## config.mk

```make
export PLATFORM = sky130hd
export DESIGN_NAME = modular_exponentiation_unit_flat
export DESIGN_NICKNAME = d
export VERILOG_FILES = /design/src/hw/rtl/mexp_pkg.sv /design/src/hw/rtl/mexp_ifs.sv /design/src/hw/rtl/mexp_mulmod.sv /design/src/hw/rtl/modular_exponentiation_unit.sv /design/src/flat_wrapper.sv
export SDC_FILE = /design/constraint.sdc
export NUM_CORES = 1
export LEC_CHECK = 0
export BUFFER_PORTS_ARGS = -buffer_cell sky130_fd_sc_hd__buf_4
export CORE_ASPECT_RATIO = 1.1
export CORE_MARGIN = 2
export CORE_UTILIZATION = 40
export DETAILED_ROUTE_END_ITERATION = 12
export GPL_TIMING_DRIVEN = 0
export SLEW_MARGIN = 20
export SYNTH_ARGS = -nofsm -noshare
export SYNTH_HDL_FRONTEND = slang
export SYNTH_SLANG_ARGS = --single-unit
```

## constraint.sdc

```tcl
create_clock -name clk -period 6.87 [get_ports clk]
set_input_delay 1.374 -clock clk [delete_from_list [all_inputs] [get_ports clk]]
set_output_delay 1.374 -clock clk [all_outputs]
set_load 0.01 [all_outputs]
```

## src/hw/rtl/mexp_pkg.sv

```systemverilog
// ----------------------------------------------------------------------------
// Modular exponentiation package
// Word width, register indexes, reset values and the controller state type
// shared by the interfaces, the serial multiplier and the top level.
// ----------------------------------------------------------------------------
package mexp_pkg;

  // Width of the base, the modulus, the exponent and the result.
  localparam int WORD_BITS  = 32;
  // Bits of the serial bit counter inside the multiplier.
  localparam int COUNT_BITS = $clog2(WORD_BITS);
  // Width of the configuration register index.
  localparam int CFG_INDEX_BITS = 2;

  typedef logic [WORD_BITS-1:0] word_t;

  // Configuration register indexes.
  localparam logic [CFG_INDEX_BITS-1:0] CFG_MODULUS  = CFG_INDEX_BITS'(0);
  localparam logic [CFG_INDEX_BITS-1:0] CFG_EXPONENT = CFG_INDEX_BITS'(1);

  // Register values after reset.
  localparam word_t MODULUS_RESET  = WORD_BITS'(3233);
  localparam word_t EXPONENT_RESET = WORD_BITS'(17);

  localparam word_t WORD_ONE = WORD_BITS'(1);

  // Exponentiation controller states.
  typedef enum logic [2:0] {
    ST_IDLE,
    ST_REDUCE,
    ST_LAUNCH,
    ST_STEP,
    ST_FINISH
  } mexp_state_t;

endpackage

```

## src/hw/rtl/mexp_ifs.sv

```systemverilog
// ----------------------------------------------------------------------------
// Modular exponentiation channels
// Valid/ready channels for the base operand, the result and register writes.
// ----------------------------------------------------------------------------

// Operand channel: one base value per item.
interface mexp_operand_if
  import mexp_pkg::*;
  ();
  logic  valid;
  logic  ready;
  word_t base_value;

  modport source (output valid, output base_value, input ready);
  modport sink   (input valid, input base_value, output ready);
endinterface

// Result channel: one power result per item.
interface mexp_result_if
  import mexp_pkg::*;
  ();
  logic  valid;
  logic  ready;
  word_t power_result;

  modport source (output valid, output power_result, input ready);
  modport sink   (input valid, input power_result, output ready);
endinterface

// Configuration write channel: register index and write data.
interface mexp_cfg_if
  import mexp_pkg::*;
  ();
  logic                      valid;
  logic                      ready;
  logic [CFG_INDEX_BITS-1:0] index;
  word_t                     data;

  modport source (output valid, output index, output data, input ready);
  modport sink   (input valid, input index, input data, output ready);
endinterface

```

## src/hw/rtl/mexp_mulmod.sv

```systemverilog
// ----------------------------------------------------------------------------
// Bit-serial modular multiplier
// Forms (mult_a * mult_b) mod modulus by shift-and-add, scanning mult_b from
// its top bit. Each multiplier bit is a modular doubling followed by a
// conditional modular add of mult_a. A modulus of zero wraps at the
// word width. The product appears on product with a one-cycle done pulse.
// ----------------------------------------------------------------------------
module mexp_mulmod
  import mexp_pkg::*;
(
  input  logic  clk,
  input  logic  rst,
  input  logic  start,
  input  word_t mult_a,
  input  word_t mult_b,
  input  word_t modulus,
  output logic  done,
  output word_t product
);

  logic                  busy;
  logic                  phase;
  logic [COUNT_BITS-1:0] count;
  word_t                 acc;
  word_t                 a_reg;
  word_t                 b_shift;
  word_t                 addend;
  logic [WORD_BITS:0]    sum;
  word_t                 acc_next;

  // Doubling phase adds the accumulator to itself; the add phase adds the
  // multiplicand when the current multiplier bit is set.
  always_comb begin
    if (phase) begin
      addend = b_shift[WORD_BITS-1] ? a_reg : '0;
    end else begin
      addend = acc;
    end
    sum = {1'b0, acc} + {1'b0, addend};
    if (modulus == '0) begin
      acc_next = sum[WORD_BITS-1:0];
    end else if (sum >= {1'b0, modulus}) begin
      acc_next = WORD_BITS'(sum - {1'b0, modulus});
    end else begin
      acc_next = sum[WORD_BITS-1:0];
    end
  end

  // Sequencing of the bit count and the done pulse.
  always_ff @(posedge clk) begin
    if (rst) begin
      busy  <= 1'b0;
      phase <= 1'b0;
      done  <= 1'b0;
    end else if (start) begin
      busy  <= 1'b1;
      phase <= 1'b0;
      done  <= 1'b0;
    end else if (busy) begin
      phase <= ~phase;
      if (phase && count == '0) begin
        busy <= 1'b0;
        done <= 1'b1;
      end
    end else begin
      done <= 1'b0;
    end
  end

  // Accumulator and operand shift register.
  always_ff @(posedge clk) begin
    if (start) begin
      acc     <= '0;
      a_reg   <= mult_a;
      b_shift <= mult_b;
      count   <= COUNT_BITS'(WORD_BITS - 1);
    end else if (busy) begin
      acc <= acc_next;
      if (phase) begin
        b_shift <= b_shift << 1;
        count   <= count - 1'b1;
      end
    end
  end

  assign product = acc;

`ifndef NO_ASSERTIONS
  // A new product is only started once the previous one is finished.
  a_start_idle: assert property (@(posedge clk) disable iff (rst)
    start |-> !busy)
    else $error("multiplier restarted while busy");

  // The add phase of the last bit ends the product.
  a_last_bit_done: assert property (@(posedge clk) disable iff (rst)
    busy && phase && count == '0 && !start |=> done && !busy)
    else $error("multiplier did not finish after its last bit");

  // The done pulse never overlaps an active product.
  a_done_not_busy: assert property (@(posedge clk) disable iff (rst)
    done |-> !busy)
    else $error("done raised while still busy");
`endif

endmodule

```

## src/hw/rtl/modular_exponentiation_unit.sv

```systemverilog
// ----------------------------------------------------------------------------
// Modular exponentiation unit
// Raises each base value to the configured exponent, reduced by the
// configured modulus, by right-to-left square-and-multiply over two
// bit-serial modular multipliers.
// ----------------------------------------------------------------------------
//
//   Port      Role    Payload
//   --------  ------  ---------------------------------------------
//   cfg       sink    index (0 modulus, 1 exponent), data
//   operand   sink    base_value
//   result    source  power_result
//
// The base is first reduced by the modulus. For each exponent bit up to the
// highest set one, the running product and the square are then formed at
// once in two multipliers, and the finish state passes the result to the
// output register. Items are worked one at a time; the next base is taken
// while the last result still waits in the output register. Reset is
// synchronous and restores modulus 3233 and exponent 17. A stalled result
// channel holds the finished item in the controller until the output
// register frees.
// ----------------------------------------------------------------------------
module modular_exponentiation_unit
  import mexp_pkg::*;
(
  input  logic       clk,
  input  logic       rst,
  mexp_cfg_if.sink     cfg,
  mexp_operand_if.sink operand,
  mexp_result_if.source result
);

  mexp_state_t state;
  mexp_state_t state_next;

  word_t modulus;
  word_t exponent;
  word_t exp_rem;
  word_t acc;
  word_t sq;
  word_t power;
  logic  out_valid;

  logic  start_a;
  logic  start_b;
  word_t mult_a_op;
  word_t mult_b_op;
  logic  done_a;
  logic  done_b;
  word_t prod_a;
  word_t prod_b;

  // Configuration registers are always ready to be written.
  assign cfg.ready = 1'b1;

  always_ff @(posedge clk) begin
    if (rst) begin
      modulus  <= MODULUS_RESET;
      exponent <= EXPONENT_RESET;
    end else if (cfg.valid) begin
      case (cfg.index)
        CFG_MODULUS:  modulus  <= cfg.data;
        CFG_EXPONENT: exponent <= cfg.data;
        default:      ;
      endcase
    end
  end

  // Multiplier A reduces the base, then forms the running product.
  mexp_mulmod u_mul_acc (
    .clk     (clk),
    .rst     (rst),
    .start   (start_a),
    .mult_a  (mult_a_op),
    .mult_b  (mult_b_op),
    .modulus (modulus),
    .done    (done_a),
    .product (prod_a)
  );

  // Multiplier B squares the current power of the base.
  mexp_mulmod u_mul_sq (
    .clk     (clk),
    .rst     (rst),
    .start   (start_b),
    .mult_a  (sq),
    .mult_b  (sq),
    .modulus (modulus),
    .done    (done_b),
    .product (prod_b)
  );

  // Controller state register.
  always_ff @(posedge clk) begin
    if (rst) begin
      state <= ST_IDLE;
    end else begin
      state <= state_next;
    end
  end

  assign operand.ready = (state == ST_IDLE);

  // Next state and multiplier launches.
  always_comb begin
    state_next = state;
    start_a    = 1'b0;
    start_b    = 1'b0;
    mult_a_op  = acc;
    mult_b_op  = sq;
    case (state)
      ST_IDLE: begin
        if (operand.valid) begin
          // Base mod modulus is formed as 1 * base.
          start_a    = 1'b1;
          mult_a_op  = WORD_ONE;
          mult_b_op  = operand.base_value;
          state_next = ST_REDUCE;
        end
      end
      ST_REDUCE: begin
        if (done_a) begin
          state_next = ST_LAUNCH;
        end
      end
      ST_LAUNCH: begin
        if (exp_rem == '0) begin
          state_next = ST_FINISH;
        end else begin
          start_a    = 1'b1;
          start_b    = 1'b1;
          state_next = ST_STEP;
        end
      end
      ST_STEP: begin
        if (done_b) begin
          state_next = ST_LAUNCH;
        end
      end
      ST_FINISH: begin
        if (!out_valid || result.ready) begin
          state_next = ST_IDLE;
        end
      end
      default: begin
        state_next = ST_IDLE;
      end
    endcase
  end

  // Exponent scan, running product and square.
  always_ff @(posedge clk) begin
    if (state == ST_IDLE && operand.valid) begin
      exp_rem <= exponent;
      acc     <= WORD_ONE;
    end
    if (state == ST_REDUCE && done_a) begin
      sq <= prod_a;
    end
    if (state == ST_STEP && done_b) begin
      if (exp_rem[0]) begin
        acc <= prod_a;
      end
      sq      <= prod_b;
      exp_rem <= exp_rem >> 1;
    end
  end

  // Output register.
  always_ff @(posedge clk) begin
    if (rst) begin
      out_valid <= 1'b0;
    end else if (state == ST_FINISH && (!out_valid || result.ready)) begin
      out_valid <= 1'b1;
    end else if (result.ready) begin
      out_valid <= 1'b0;
    end
  end

  always_ff @(posedge clk) begin
    if (state == ST_FINISH && (!out_valid || result.ready)) begin
      power <= acc;
    end
  end

  assign result.valid        = out_valid;
  assign result.power_result = power;

`ifndef NO_ASSERTIONS
  // Both multipliers of one exponent step run in lockstep.
  a_step_lockstep: assert property (@(posedge clk) disable iff (rst)
    state == ST_STEP |-> done_a == done_b)
    else $error("running product and square finished apart");

  // The exponent is fully consumed before a result is produced.
  a_finish_exp_done: assert property (@(posedge clk) disable iff (rst)
    state == ST_FINISH |-> exp_rem == '0)
    else $error("result produced with exponent bits left");

  // The square multiplier never runs during the base reduction.
  a_reduce_single: assert property (@(posedge clk) disable iff (rst)
    state == ST_REDUCE |-> !start_b && !done_b)
    else $error("square multiplier active during base reduction");
`endif

endmodule

```

## src/flat_wrapper.sv

```systemverilog
// flat-port wrapper written by rule: the top's interface ports become plain ports
module modular_exponentiation_unit_flat import mexp_pkg::*;
  (clk, rst, cfg_valid, cfg_index, cfg_data, cfg_ready, operand_valid, operand_base_value, operand_ready, result_valid, result_power_result, result_ready);
  mexp_cfg_if cfg_i ();
  mexp_operand_if operand_i ();
  mexp_result_if result_i ();
  input  logic clk;
  input  logic rst;
  input wire logic [$bits(cfg_i.valid)-1:0] cfg_valid;
  input wire logic [$bits(cfg_i.index)-1:0] cfg_index;
  input wire logic [$bits(cfg_i.data)-1:0] cfg_data;
  output wire logic [$bits(cfg_i.ready)-1:0] cfg_ready;
  input wire logic [$bits(operand_i.valid)-1:0] operand_valid;
  input wire logic [$bits(operand_i.base_value)-1:0] operand_base_value;
  output wire logic [$bits(operand_i.ready)-1:0] operand_ready;
  output wire logic [$bits(result_i.valid)-1:0] result_valid;
  output wire logic [$bits(result_i.power_result)-1:0] result_power_result;
  input wire logic [$bits(result_i.ready)-1:0] result_ready;
  assign cfg_i.valid = cfg_valid;
  assign cfg_i.index = cfg_index;
  assign cfg_i.data = cfg_data;
  assign cfg_ready = cfg_i.ready;
  assign operand_i.valid = operand_valid;
  assign operand_i.base_value = operand_base_value;
  assign operand_ready = operand_i.ready;
  assign result_valid = result_i.valid;
  assign result_power_result = result_i.power_result;
  assign result_i.ready = result_ready;
  modular_exponentiation_unit u_core (.clk(clk), .rst(rst), .cfg(cfg_i), .operand(operand_i), .result(result_i));
endmodule
```

; ---- Word-level counts from Yosys, hierarchy flattened
; Index checks and enable logic that the tools add are counted.
[op_classes]
n_eq_ne = 9
n_reduce_logical = 32
n_addsub = 6
n_lt_le_gt_ge = 2
bitwise = 4
n_mux = 43
[op_table]
columns = op, n
row1 = $mux W32, 23
row2 = $add A32 B32 Y33, 2
row3 = $ge A33 B32 Y1, 2
row4 = $logic_not A32 Y1, 2
row5 = $sub A32 B32 Y32, 2
row6 = $mux W31, 2
row7 = $mux W3, 5
row8 = $pmux W3 S5, 1
row9 = $reduce_bool A2 Y1, 7
row10 = $reduce_and A2 Y1, 6
row11 = $mux W1, 11
row12 = $logic_not A5 Y1, 2
row13 = $sub A5 B1 Y5 const B, 2
row14 = $eq A3 B2 Y1 const B, 2
row15 = $logic_and A1 B1 Y1, 6
row16 = $ne A2 B2 Y1 const B, 3
row17 = $reduce_or A3 Y1, 2
row18 = $not A1 Y1, 4
row19 = $reduce_and A4 Y1, 1
row20 = $reduce_or A2 Y1, 2
row21 = $eq A3 B1 Y1 const B, 1
row22 = $eq A3 B3 Y1 const B, 1
row23 = $logic_not A3 Y1, 1
row24 = $eq A2 B1 Y1 const B, 1
row25 = 5 further kinds, 5
[totals]
regBits = 404
elab_cells = 119
output_inout_bits = 35

; ---- Depth between registers and ports, before layout
; Gate-level depths: netlist of the first run.
[logic_depth]
depth_word = 6
mapped_depth = 28
ltp_nobuf = 24

; ---- Modules after synthesis
; From an unflattened synthesis of the first run, not the netlist that was laid out.
[unflattened]
hier_cells = 2730
hier_area_um2 = 24499.7
[by_module_without_submodules]
columns = mod, n_inst, area_each_um2, seq_area_each_um2, cells_per_inst
row1 = mexp_mulmod (u_core.u_mul_sq), 1, 8331.7, 2722.6, 937
row2 = mexp_mulmod (u_core.u_mul_acc), 1, 8164.1, 2722.6, 950
row3 = modular_exponentiation_unit, 1, 8003.9, 4874.7, 843

; ---- Worst setup path after synthesis of the first run
; No wires, ideal clock.
[synth_timing]
path_type = register to register
startpoint = reg u_core.u_mul_sq.phase
endpoint = reg u_core.u_mul_sq.acc[29] (netlist: u_core.u_mul_sq.product[29])
n_path_buf = 5
required_time_ns = 6.750
path_slack_ns = 1.404
stages_incl_launch_ff = 27
arrival_time_ns = 5.347
cell_sequence = dfxtp_1 clkbuf_1 and2_1 clkbuf_1 clkbuf_1 nand2_1 o21ai_0 ha_1 clkbuf_1 nand3_1 nand2_1 a21o_1 or3_1 o211ai_1 or4b_1 o311ai_0 ha_1 clkbuf_1 a21o_1 a21oi_1 o21ai_0 a211o_1 nor3_1 a211o_1 o41ai_4 and4b_1 a211o_1
[synth_via]
elab_chain_len = 5
word_cells_on_any_way = 6
classes_between = add/sub (2) / order compare (1) / mux (3)
[synth_lines]
columns = element, line
row1 = from (decl), mexp_mulmod.sv:22  ; logic phase;
row2 = from (signal assigned), mexp_mulmod.sv:60  ; phase <= ~phase;
row3 = $mux W32 *, mexp_mulmod.sv:34  ; if (phase) begin
row4 = $add A32 B32 Y33 *, mexp_mulmod.sv:39  ; sum = {1'b0, acc} + {1'b0, addend};
row5 = $sub A32 B32 Y32 / $ge A33 B32 Y1 (equally long branches), "mexp_mulmod.sv:43, mexp_mulmod.sv:42"
row6 = $mux W32, mexp_mulmod.sv:42  ; end else if (sum >= {1'b0, modulus}) begin
row7 = $mux W32 *, mexp_mulmod.sv:40  ; if (modulus == '0) begin
row8 = to (signal assigned), mexp_mulmod.sv:78  ; acc <= acc_next;
row9 = to (decl), mexp_mulmod.sv:24  ; word_t acc;
; Every way passes the cells marked *; elsewhere a longest branch is shown, timed or not.
; A chain may end at the register's enable or synchronous reset.

; ---- Worst setup path in the final report of the first run
[layout_timing]
startpoint = reg u_core.u_mul_acc.phase
endpoint = reg u_core.u_mul_acc.acc[2] (netlist: u_core.u_mul_acc.product[2])
[layout_via]
elab_chain_len = 5
word_cells_on_any_way = 6
classes_between = add/sub (2) / order compare (1) / mux (3)
[layout_lines]
columns = element, line
row1 = from (decl), mexp_mulmod.sv:22
row2 = from (signal assigned), mexp_mulmod.sv:60
row3 = $mux W32 *, mexp_mulmod.sv:34
row4 = $add A32 B32 Y33 *, mexp_mulmod.sv:39
row5 = $sub A32 B32 Y32 / $ge A33 B32 Y1 (equally long branches), "mexp_mulmod.sv:43, mexp_mulmod.sv:42"
row6 = $mux W32, mexp_mulmod.sv:42
row7 = $mux W32 *, mexp_mulmod.sv:40
row8 = to (signal assigned), mexp_mulmod.sv:78
row9 = to (decl), mexp_mulmod.sv:24
; Marked as above.

==> summary.md, run 1 <==
| Metric | Value |
|---|---|
| Status | `completed` |
| Wirelength per Cell | `20.4 um` |
| Clock root cell | `clkbuf_16` |
| CTS tree | `done` |
| Final WL | `70700 um` |
| Vias | `19.2k` |
| Nets | `2887` |
| Least-Margin Pin Slew | `0.951 ns` |
| Overflow after GRT | `0` |
| Worst Hold Slack | `0.425 ns` |
| Most frequent CP cell | `ha_1` |
| Overall routing resource usage | `23.3%` |
| Share of the synthesized area in the top cell type | `28.8%` |
| Final number of setup-violating endpoints | `0` |
| Synth area leaders | `edfxtp_1, dfxtp_1, ha_1, nand2_1, a21oi_1` |
| Dpl cells | `3390` |
| Mapped Area | `0.0232 mm2` |
| Min cycle time layout | `6.54 ns` |
| Crit start category | `register` |
| Flop and latch count out of synthesis | `404` |
| Avg Inst Size Synth | `9.18 um2` |
| CP Buf/Inv Count | `2` |
| Worst Path Required | `7.31 ns` |
| Worst-path clk slew | `0.07 ns` |
| DRT iter0 DRCs | `1239` |
| Syn-to-layout area delta | `15.1%` |
| Gpl congestion | `0.996` |
| FP Rows | `92` |
| Placed inst area | `0.0251 mm2` |
| Post-synth EDFFs | `223` |
| Initial Utilization | `40.5%` |
| Ys async rst share | `0%` |
| Synthesized Nets | `2735` |
| Register area share after synthesis | `44.4%` |
| Count of input and output buffers | `103` |
| Cts bufs inserted | `45` |
| RSZ-0062 raised after global routing | `no` |
| Fill count | `5596` |
| Vias in the first global route | `19.1k` |
| Detail Placement HPWL | `55200 um` |
| Global-route wire length before repair | `108000 um` |
| Main synth FF type | `edfxtp_1` |
| Post-route ant nets | `0` |
| Cells after synthesis | `2530` |
| Antenna diode count | `0` |
| Fin. Hold Viols | `0` |
| CP top delay family | `compound AO/OA/AOI/OAI gates` |
| Crit-path max FO | `11` |
| Max Freq | `153 MHz` |
| Clock Latency Late Sink | `0.59 ns` |
| Yosys top cell by area | `edfxtp_1` |
| Slew margin rel. | `36.6%` |
| Commonest non-fill, non-tap cells in the layout | `nand2_1, a21oi_1, edfxtp_1` |
| Layout Cells excl Fill | `3470` |
| Final Skew | `0.0198 ns` |
| Clock Sinks | `404` |
| Setup Buffers After CTS | `0` |
| Crit-path cells | `and2_2 > nand2_1 > o21ai_0 > ha_1 > inv_1 > fa_1 > nor2b_1 > o31ai_2 > a211oi_1 > o2111ai_2 > a21oi_1 > nor3_1 > or3b_2 > and2_1 > ha_1 > nand4_1 > nor2_1 > a211oi_2 > a21o_2 > a31oi_4 > buf_4 > mux2i_1 > o22ai_1` |
| Vias/cell | `5.53` |
| Buffer depth of the longest clock path | `3` |
| CTS HTree Levels | `2` |
| Max-slew violation count | `0` |
| Crit. End Element | `register` |
| Initial antenna violation count | `0` |
| DR pass1 iterations | `5` |
| Min-Delay Path Class | `register to register` |
| Worst path arrival time | `6.98 ns` |
| Unique masters post-synth | `88` |
| Synth warnings | `0` |
| Boundary Pins | `106` |
| CP peak stage delay | `0.52 ns` |
| Slowest-stage cell, CP | `dfxtp_2` |
| Die Span Y | `257 um` |
| Critical path class | `register to register` |
| Die ar. | `0.0600 mm2` |
| Core area | `0.0573 mm2` |
| Share of cells above drive strength 1 | `11.7%` |
| DRC viols | `0` |
| Die X | `234 um` |
| Hold-fix buffers, CTS | `0` |
| Finished Cell Area | `0.0267 mm2` |
| Tcrit/Tclk final | `95.2%` |
| Largest net degree at the start of global routing | `42` |
| Commonest non-fill, non-tap cell in the layout | `nand2_1` |
| Max Cap Violations | `0` |
## final timing paths
kind	cells past startpoint	end	slack [ns]	startpoint
worst max-delay path	23	u_core.u_mul_acc.product[2]	0.33	u_core.u_mul_acc.phase
worst min-delay path	0	u_core.result.power_result[28]	0.42	u_core.acc[28]
worst max register to register	23	u_core.u_mul_acc.product[2]	0.33	u_core.u_mul_acc.phase
worst min register to register	0	u_core.result.power_result[28]	0.42	u_core.acc[28]
## final cells by class
| cell class | instances | area, um2 | share of cell area, % |
|---|---|---|---|
| sequential | 404 | 10300 | 38.6 |
| clock buffer | 58 | 1250 | 4.66 |
| buffer | 115 | 489 | 1.83 |
| tap | 752 | 941 | 3.52 |
| timing repair buffer | 108 | 903 | 3.38 |
| inverter | 148 | 556 | 2.08 |
| clock inverter | 25 | 363 | 1.36 |
| multi-input combinational | 1860 | 11900 | 44.6 |
## worst register-to-register path, cell delays in order (launching register included)
cell and delay [ns]:
dfxtp_2 0.52, and2_2 0.39, nand2_1 0.08, o21ai_0 0.09, ha_1 0.28, inv_1 0.09
fa_1 0.44, nor2b_1 0.20, o31ai_2 0.12, a211oi_1 0.42, o2111ai_2 0.34, a21oi_1 0.37
nor3_1 0.11, or3b_2 0.47, and2_1 0.17, ha_1 0.40, nand4_1 0.19, nor2_1 0.38
a211oi_2 0.18, a21o_2 0.30, a31oi_4 0.27, buf_4 0.28, mux2i_1 0.23, o22ai_1 0.10
## metrics by stage
stage	setup slack, ns	utilization [%]	TNS (ns)
finish	0.332	46.7	0
global route	0.00444	46.7	0
CTS	0.0252	46.6	0
detailed placement	-0.455	43.8	-20.36
global placement	-0.405	43.5	-15.23
floorplan	1.40	-	0
## cell families (layout without fill, tap and decap cells)
logic type,count (synthesis),count (layout),share of synthesized area [%]
AO/OA/AOI/OAI,709,709,19.0
XOR/XNOR,102,102,3.84
adder cells (fa/ha/maj),134,134,7.35
buffers and inverters,266,454,4.49
flip-flops,404,404,44.4
multiplexers,117,117,5.38
other,1,1,0.0161
AND/OR/NAND/NOR,797,797,15.5
## metal layers
metal  routed length [um]  global-route usage, %  up-vias
li1                     -                      -     9376
met4                 1690                   6.54        0
met1                31900                   31.0     9207
met5                    0                      0        -
met2                33700                   39.7      518
met3                 3340                   2.51       96
## cell usage after synthesis, types with 14 or more instances
cell type  number
nor2b_1        14
clkbuf_1      106
ha_1          130
o21bai_1       21
nor2_1        143
a21oi_1       230
nand2b_1       20
a31oi_1        14
xor2_1         39
inv_1         148
a211oi_1       18
and2_1         40
mux2i_1        54
o21a_1         17
nand2_1       400
edfxtp_1      223
o22ai_1        35
nor4_1         25
o211ai_1       18
nand3_1        37
dfxtp_1       181
mux2_2         63
or3_1          14
xnor2_1        63
o21ai_0       205
nor3_1         37
a21o_1         40
nand4_1        18
## timing repair
item	in CTS	in global routing
hold endpoints to repair	0	0
resized for setup	6	14
pin swaps	0	0
endpoints found under the setup margin	64	64
cloned	0	0
Power of run 1 is left out: the tool's default activity adds up to more than one toggle a clock period on the data nets, which glitch-free logic cannot reach.
==> run 2, diff against run 1 <==
SLEW_MARGIN = unset   (was 20)
SYNTH_HIERARCHICAL = 1   (was unset)
==> run 2 against run 1 <==
Net effect: clock skew grew 0.014 ns; via count up 6.6%; critical path type unchanged; global-route usage rose by 0.73 points; maximum frequency decreased by 0.47%.
==> summary.md, run 2 <==
| Metric | Value |
|---|---|
| Status | `completed` |
| Slew margin rel. | `38.7% (+2.1 points)` |
| Clock root cell | `clkbuf_16` |
| Global-route wire length before repair | `116000 um (+7.8%)` |
| Core area | `0.0609 mm2 (+6.2%)` |
| Yosys top cell by area | `edfxtp_1` |
| Final WL | `77200 um (+9.2%)` |
| Die ar. | `0.0632 mm2 (+5.4%)` |
| CP peak stage delay | `0.57 ns (+0.05 ns)` |
| Most frequent CP cell | `a21o_1` |
| Flop and latch count out of synthesis | `404 (unchanged)` |
| Finished Cell Area | `0.0281 mm2 (+5.0%)` |
| Worst Path Required | `7.34 ns (+0.03 ns)` |
| DRC viols | `0 (unchanged)` |
| Max Freq | `152 MHz (-0.47%)` |
| Vias/cell | `5.46 (-1.3%)` |
| Final number of setup-violating endpoints | `0 (unchanged)` |
| Post-route ant nets | `0 (unchanged)` |
| CTS HTree Levels | `2 (unchanged)` |
| Crit start category | `register` |
| Worst path arrival time | `7.04 ns (+0.06 ns)` |
| Overall routing resource usage | `24.0% (+0.73 points)` |
| Min cycle time layout | `6.57 ns (+0.0312 ns)` |
| Count of input and output buffers | `104 (+0.97%)` |
| Synth warnings | `6 (+6)` |
| Most frequent cell after synthesis | `nand2_1` |
| Worst-path clk slew | `0.06 ns (about the same)` |
| Avg Inst Size Synth | `8.97 um2 (-2.3%)` |
| Synth top cells by count | `nand2_1, edfxtp_1, a21oi_1` |
| Main synth FF type | `edfxtp_1` |
| Min-Delay Path Class | `register to register` |
| Post-synth EDFFs | `223 (unchanged)` |
| Slowest-stage cell, CP | `or4_4` |
| Vias in the first global route | `20.0k (+4.7%)` |
| Mapped Area | `0.0245 mm2 (+5.4%)` |
| CTS tree | `done` |
| Gpl congestion | `0.920 (-7.7%)` |
| Initial antenna violation count | `0 (unchanged)` |
| Die X | `240 um (+2.6%)` |
| Syn-to-layout area delta | `14.6%` |
| Fin. Hold Viols | `0 (unchanged)` |
| Share of the synthesized area in the top cell type | `27.3% (-1.5 points)` |
| Unique masters post-synth | `95 (+8.0%)` |
| Buffer depth of the longest clock path | `3 (unchanged)` |
| Synth area leaders | `edfxtp_1, dfxtp_1, nand2_1, ha_1, a21oi_1` |
| Clock Sinks | `404 (unchanged)` |
| FP Rows | `95 (+3.3%)` |
| DRT iter0 DRCs | `1567 (+26%)` |
| Overflow after GRT | `0 (unchanged)` |
| Largest net degree at the start of global routing | `33 (-21%)` |
| Initial Utilization | `40.3% (-0.27 points)` |
| Clock Latency Late Sink | `0.60 ns (about the same)` |
| Cts bufs inserted | `45 (unchanged)` |
| Max Cap Violations | `0 (unchanged)` |
| Fill count | `5970 (+6.7%)` |
| Share of cells above drive strength 1 | `13.5% (+1.8 points)` |
| Reg2Reg Depth | `25 (+8.7%)` |
| DR pass1 iterations | `6 (+1)` |
| RSZ-0062 raised after global routing | `yes` |
| Register area share after synthesis | `42.1% (-2.3 points)` |
| Worst Hold Slack | `0.427 ns (+0.00289 ns)` |
| Commonest non-fill, non-tap cell in the layout | `nand2_1` |
| Hold Path Cell Cnt | `0 (unchanged)` |
| Detail Placement HPWL | `60100 um (+8.9%)` |
| Crit-path max FO | `10 (-1)` |
| Final Skew | `0.0338 ns (+0.0140 ns)` |
| Ys async rst share | `0% (unchanged)` |
| Synthesized Nets | `2935 (+7.3%)` |
| Boundary Pins | `106 (unchanged)` |
| Least-Margin Pin Slew | `0.920 ns (-0.0312 ns)` |
| Cell depth of the worst setup path | `25 (+8.7%)` |
| Max-slew violation count | `0 (unchanged)` |
| CP top delay family | `compound AO/OA/AOI/OAI gates` |
| Nets | `3092 (+7.1%)` |
| Crit. End Element | `register` |
| Tcrit/Tclk final | `95.6% (+0.45 points)` |
| Commonest non-fill, non-tap cells in the layout | `nand2_1, edfxtp_1, a21oi_1` |
| CP Buf/Inv Count | `4 (+2)` |
| Vias | `20.5k (+6.6%)` |
| Placed inst area | `0.0264 mm2 (+5.3%)` |
| Wirelength per Cell | `20.6 um (+1.1%)` |
| Die Span Y | `264 um (+2.6%)` |
| Cells after synthesis | `2730 (+7.9%)` |
| Critical path class | `register to register` |
==> run 2: repair_timing <==
item	CTS	global route
setup buffers	0	2
resized for setup	3	8
hold buffers	0	0
setup endpoints to repair	32	64
pin swaps	0	1
==> run 2: cells by family after synthesis <==
group	share of synthesized area [%]
AO/OA/AOI/OAI	17.0
flip-flops	42.1
adder cells (fa/ha/maj)	6.97
multiplexers	5.73
AND/OR/NAND/NOR	19.1
buffers and inverters	5.15
other	0.0153
XOR/XNOR	3.97
==> run 2: cell type report <==
type / count / area, um2 / area share, %
repair buffers: 112 / 880 / 3.13
multi-input cells: 2022 / 13000 / 46.2
plain buffers: 130 / 614 / 2.19
inverters: 172 / 646 / 2.30
clock buffers: 58 / 1230 / 4.37
well taps: 824 / 1030 / 3.67
clock inverters: 26 / 372 / 1.32
flip-flops and latches: 404 / 10300 / 36.8
diodes: 1 / 2.50 / 0.00891
==> run 2: through the flow <==
stage | setup WS [ns] | setup TNS [ns] | utilization, % | instances
after global routing | -0.0420 | -0.113 | 46.1 | 3748
after CTS | 0.0602 | 0 | 46.1 | 3747
final | 0.301 | 0 | 46.1 | 3749
after detailed placement | -0.695 | -20.11 | 43.4 | 3664
after global placement | -1.35 | -90.73 | 43.2 | 3658
after floorplan | 1.28 | 0 | - | 2730
==> run 2: path summary, 6_finish.rpt <==
check | start | end | slack [ns]
min | u_core/acc[1] | u_core/result.power_result[1] | 0.43
max reg2reg | u_core/u_mul_acc/phase | u_core/u_mul_acc/product[29] | 0.30
max | u_core/u_mul_acc/phase | u_core/u_mul_acc/product[29] | 0.30
min reg2reg | u_core/acc[1] | u_core/result.power_result[1] | 0.43
==> run 2: metal layers <==
layer	track usage, %	wire length (um)	vias to the layer above
met3	3.18	4540	120
li1	-	-	9924
met1	32.3	34100	9780
met2	39.7	35900	642
met5	0	0	-
met4	7.84	2610	0
Power of run 2 is left out for the same reason.
